**config.mk**
```make
export PLATFORM = sky130hd
export DESIGN_NAME = bpfd_ctrl
export DESIGN_NICKNAME = d
export VERILOG_FILES = /design/src/bpfd_pkg.sv /design/src/bpfd_ctrl.sv
export SDC_FILE = /design/constraint.sdc
export NUM_CORES = 1
export LEC_CHECK = 0
export ABC_CLOCK_PERIOD_IN_PS = 2430
export BUFFER_PORTS_ARGS = -buffer_cell sky130_fd_sc_hd__buf_2
export CAP_MARGIN = 0
export CORE_AREA = 2 2 39 41
export DETAILED_ROUTE_END_ITERATION = 6
export DIE_AREA = 0 0 41 43
export HOLD_SLACK_MARGIN = 0.12
export SYNTH_ARGS = -nofsm -noshare
export SYNTH_HDL_FRONTEND = slang
export SYNTH_SLANG_ARGS = --single-unit
```
**constraint.sdc**
```tcl
create_clock -name clk -period 2.43 [get_ports clk]
set_clock_uncertainty 0.15 [all_clocks]
set_input_delay 0.243 -clock clk [delete_from_list [all_inputs] [get_ports clk]]
set_output_delay 0.243 -clock clk [all_outputs]
set_load 0.05 [all_outputs]
```
**src/bpfd_pkg.sv**
```systemverilog
// ----------------------------------------------------------------------------
// bpfd_pkg
// Shared types and constants of the bounded packet FIFO with duplicate filter.
// ----------------------------------------------------------------------------
`default_nettype none

package bpfd_pkg;

  // default sizes
  localparam int DEPTH_DEF        = 1024;
  localparam int NODE_ID_BITS_DEF = 16;
  localparam int TIME_BITS_DEF    = 32;

  // limit register and count result widths
  localparam int LIMIT_W = 11;
  localparam int CNT_W   = 11;
  localparam logic [LIMIT_W-1:0] LIMIT_RESET = LIMIT_W'(1024);

  // operation codes
  typedef enum logic [1:0] {
    OP_ADD   = 2'd0,
    OP_FWD   = 2'd1,
    OP_COUNT = 2'd2,
    OP_NOP   = 2'd3
  } op_t;

  // controller states
  typedef enum logic [2:0] {
    S_IDLE,
    S_SCAN,
    S_DRAIN,
    S_FWD_RD,
    S_RESULT
  } state_t;

  // controller to datapath commands
  typedef struct packed {
    logic load;     // capture the item, arm the scan
    logic scan_rd;  // read next held entry
    logic fwd_rd;   // read oldest entry
    logic commit;   // update store and load result
  } cmd_t;

  // datapath to controller status
  typedef struct packed {
    logic fill_zero;
    logic scan_last;
    logic pipe_empty;
  } sts_t;

endpackage

`default_nettype wire

```
**src/bpfd_ctrl.sv**
```systemverilog
// ----------------------------------------------------------------------------
// bpfd_ctrl
// Sequencer: takes one item at a time, runs the scan or the forward read,
// then commits and hands the result to the output register.
// ----------------------------------------------------------------------------
`default_nettype none

module bpfd_ctrl import bpfd_pkg::*; (
  input  wire logic       clk,
  input  wire logic       rst_n,
  input  wire logic       in_valid,
  output logic            in_stall,
  input  wire logic [1:0] in_operation,
  output logic            out_valid,
  input  wire logic       out_stall,
  input  wire sts_t       sts,
  output cmd_t            cmd
);

  state_t state_r, state_nxt;
  logic   out_valid_r, out_valid_nxt;
  logic   in_acc;
  op_t    in_op;

  assign in_op  = op_t'(in_operation);
  assign in_acc = in_valid && !in_stall;

  // state and output valid registers
  always_ff @(posedge clk) begin
    if (!rst_n) begin
      state_r     <= S_IDLE;
      out_valid_r <= 1'b0;
    end else begin
      state_r     <= state_nxt;
      out_valid_r <= out_valid_nxt;
    end
  end

  // next state and commands
  always_comb begin
    state_nxt = state_r;
    cmd       = '0;
    in_stall  = (state_r != S_IDLE);
    case (state_r)
      S_IDLE: begin
        if (in_acc) begin
          cmd.load = 1'b1;
          if (in_op inside {OP_ADD, OP_COUNT}) begin
            state_nxt = sts.fill_zero ? S_RESULT : S_SCAN;
          end else if (in_op == OP_FWD) begin
            state_nxt = sts.fill_zero ? S_RESULT : S_FWD_RD;
          end else begin
            state_nxt = S_RESULT;
          end
        end
      end
      S_SCAN: begin
        cmd.scan_rd = 1'b1;
        if (sts.scan_last) begin
          state_nxt = S_DRAIN;
        end
      end
      S_DRAIN: begin
        if (sts.pipe_empty) begin
          state_nxt = S_RESULT;
        end
      end
      S_FWD_RD: begin
        cmd.fwd_rd = 1'b1;
        state_nxt  = S_RESULT;
      end
      S_RESULT: begin
        // wait for a free output register
        if (!out_valid_r || !out_stall) begin
          cmd.commit = 1'b1;
          state_nxt  = S_IDLE;
        end
      end
      default: begin
        state_nxt = S_IDLE;
      end
    endcase
  end

  // set on commit, clear when the result is taken
  assign out_valid_nxt = cmd.commit || (out_valid_r && out_stall);
  assign out_valid     = out_valid_r;

endmodule

`default_nettype wire

```
==> out/results.ini <==
[logic_synthesis]
ys_ff_latch=4
synth_edf_count=0
synth_adder_area_share_pct=0
synth_top_cell_by_area=dfxtp_1
async_flop_share_pct=0
synthTopCellsByCount=6 x nand2_1, 5 x nor2_1, 4 x dfxtp_1
syn_area_um2=280.3
synthSimpleGateAreaFrac_pct=33.93
synthMostInstantiatedCell=nand2_1
synthMuxAreaShare_pct=10.71
syn_nets=46
synthFlopType=dfxtp_1
synthTopCellsByArea=dfxtp_1 29%, mux2i_1 11%, nand2_1 8.0%, nor2_1 6.7%, a2bb2oi_2 5.4%
synth_top_area_share_pct=28.57
yosys_warnings=0
synth_cells=37
synth_top_family_by_area=simple AND/OR/NAND/NOR gates
yosysSeqAreaShare_pct=28.57
synth.avg_cell_area_um2=7.575
synth.distinct_cells=19
synth-xor-area-share_pct=0
synth_compound_area_share_pct=20.98

[cts]
cts_made_buffers=3
cts_tree=done
cts_buffer_depth=2
clk_latency_ns=0.24
cts-root-buf=clkbuf_4
post_cts_resized=0
clkTransAtPathRegs_ns=0.04
ctsHoldBuffers=0
htree_levels=1
post_cts_buffers=0
clock-sinks=4

[power]
power.share.switching_pct=48.55
seqPwrFrac_pct=27.7
ir_drop_v=0.0002958
clock_power_share_pct=21.7
pwr_density_cell_mw_per_mm2=994.1
leakage_nw=0.1819
intPower_uw=194.5
combPwrFrac_pct=50.6
switchingPower_uw=183.6

[global_route]
grt_use_total_pct=9.036
antenna_found_initial=0
grt-ovfl-total=0
first_global_vias=244
grt_max_degree=10
grt_pass1_wl_mm=1.007

[placed_design]
portBuffers=14
gp_congestion=0.7078
dpl.cell_count=65

[timing]
timing.setup.tns_ns=0
relSlewSlack_pct=79.53
period_share_pct=72.03
min_period_ns=1.750
rsz0062_at_grt=false
max_freq_mhz=571.3
tightest_slew_ns=0.3066
hold_viol=0
final-setup-viol-count=0
slew_violations=0

[detailed_routing]
vias=307
wl_per_cell_um=9.221
drcViolationCount=0
drt_iter0_drc=1
drtAntennaViolNets=0
drt-pass1-iter-count=2
drt_wl_total_um=627
via_per_inst=4.515

[critical_path]
reg2regPathDepth=4
path_max_fanout=9
start_kind=flip-flop
end_kind=output pin
crit_type=flip-flop to output pin
cp.arrival_ns=1.36
r2r_setup_slack_ns=1.05
worstPathRequired_ns=2.04
reg2reg_to=state_r[0]
timing.rr.start=state_r[0]

[floorplan]
die_h_um=43
row_count=14
dieArea_mm2=0.001763
initial_core_util_pct=20.25
ioPinCount=15
coreArea_mm2=0.001384
die_w_um=41

[layout]
multiInputGateArea_um2=183.9
areaGrowthSynthToFinish_pct=35.71
num_antenna_cells=0
fillers=157
ff_latch_area_um2=80.08
stdcell_count=68
drive_gt1_share_pct=38.46
finish.utilization_pct=27.49
fin_nets=63

[worst_hold_path]
hold_depth=3
min_delay_worst_endpoint=out_valid
hold_class=input port to flip-flop
min_from=out_stall

[job]
maxCapViolCount=0

[status]
status=completed

## layout make-up
type | instances | area share (%)
Timing Repair Buffer | 14 | 18.42
Multi-Input combinational cell | 30 | 48.36
Clock buffer | 3 | 5.921
Inverter | 1 | 0.9868
Sequential cell | 4 | 21.05
Tap cell | 16 | 5.263
## through the flow
stage | instance area (µm²) | hold slack (ns) | power, mW | worst slack, ns
after detailed placement | 357.8 | 0.3407 | 0.2985 | 0.9275
after global placement | 357.8 | 0.3456 | 0.2941 | 0.9699
after CTS | 380.4 | 0.1208 | 0.3851 | 0.6663
after global routing | 380.4 | 0.1343 | 0.4047 | 0.5663
after floorplan | 280.3 | 0.2379 | 0.2624 | 0.6062
final | 380.4 | 0.1300 | 0.3781 | 0.6797
## kinds of logic after synthesis
family,Yosys count
simple gates,19
compound gates,8
flops,4
mux,3
buf+inv,3
## routing by layer
layer	share of wire (%)	vias up	track usage [%]	routed length, µm
met4	1.3	0	6.000	8
met1	48	137	11.58	301
met3	8.5	2	6.283	53
li1	-	158	-	-
met2	42	10	10.31	264
met5	0	-	0	0
## flip-flops by register name, summed over array words and instances (netlist names)
name	cells
out_valid	1
state_r	3
## placed cells by master (no fill, tap or decap), drive strengths merged
cell type | synthesis | layout
buf | 2 | 14
nand2 | 6 | 6
nor2 | 5 | 5
dfxtp | 4 | 4
mux2i | 3 | 3
clkbuf | 0 | 3
a21oi | 3 | 3
and2 | 2 | 2
nand3 | 2 | 2
o21ai | 2 | 2
nor3b | 2 | 2
nor3 | 1 | 1
inv | 1 | 1
a21boi | 1 | 1
o211ai | 1 | 1
a2bb2oi | 1 | 1
nor2b | 1 | 1
## how the worst max path moves through the flow
stage	start	endpoint	slack (ns)	cells after the start
after floorplan	state_r[0]	cmd[0]	0.61	4
after global placement	state_r[2]	cmd[3]	0.97	3
after detailed placement	state_r[2]	cmd[3]	0.93	3
after CTS	state_r[2]	cmd[3]	0.67	3
after global routing	state_r[2]	cmd[3]	0.57	3
final	state_r[2]	cmd[3]	0.68	3
## power by group through the flow
stage	combinational [mW]	clock, mW	sequential, mW
3_5_place_dp	0.193	0	0.106
2_1_floorplan	0.164	0	0.0983
4_1_cts	0.193	0.0872	0.105
5_1_grt	0.205	0.0911	0.109
6_report	0.191	0.0821	0.105
3_3_place_gp	0.190	0	0.104
## critical path, cell delays in order (launching register included)
cell	delay, ns
dfxtp_1	0.38
nor3_1	0.32
and2_1	0.17
buf_2	0.25
No activity file was read; power rests on OpenSTA's default activity.
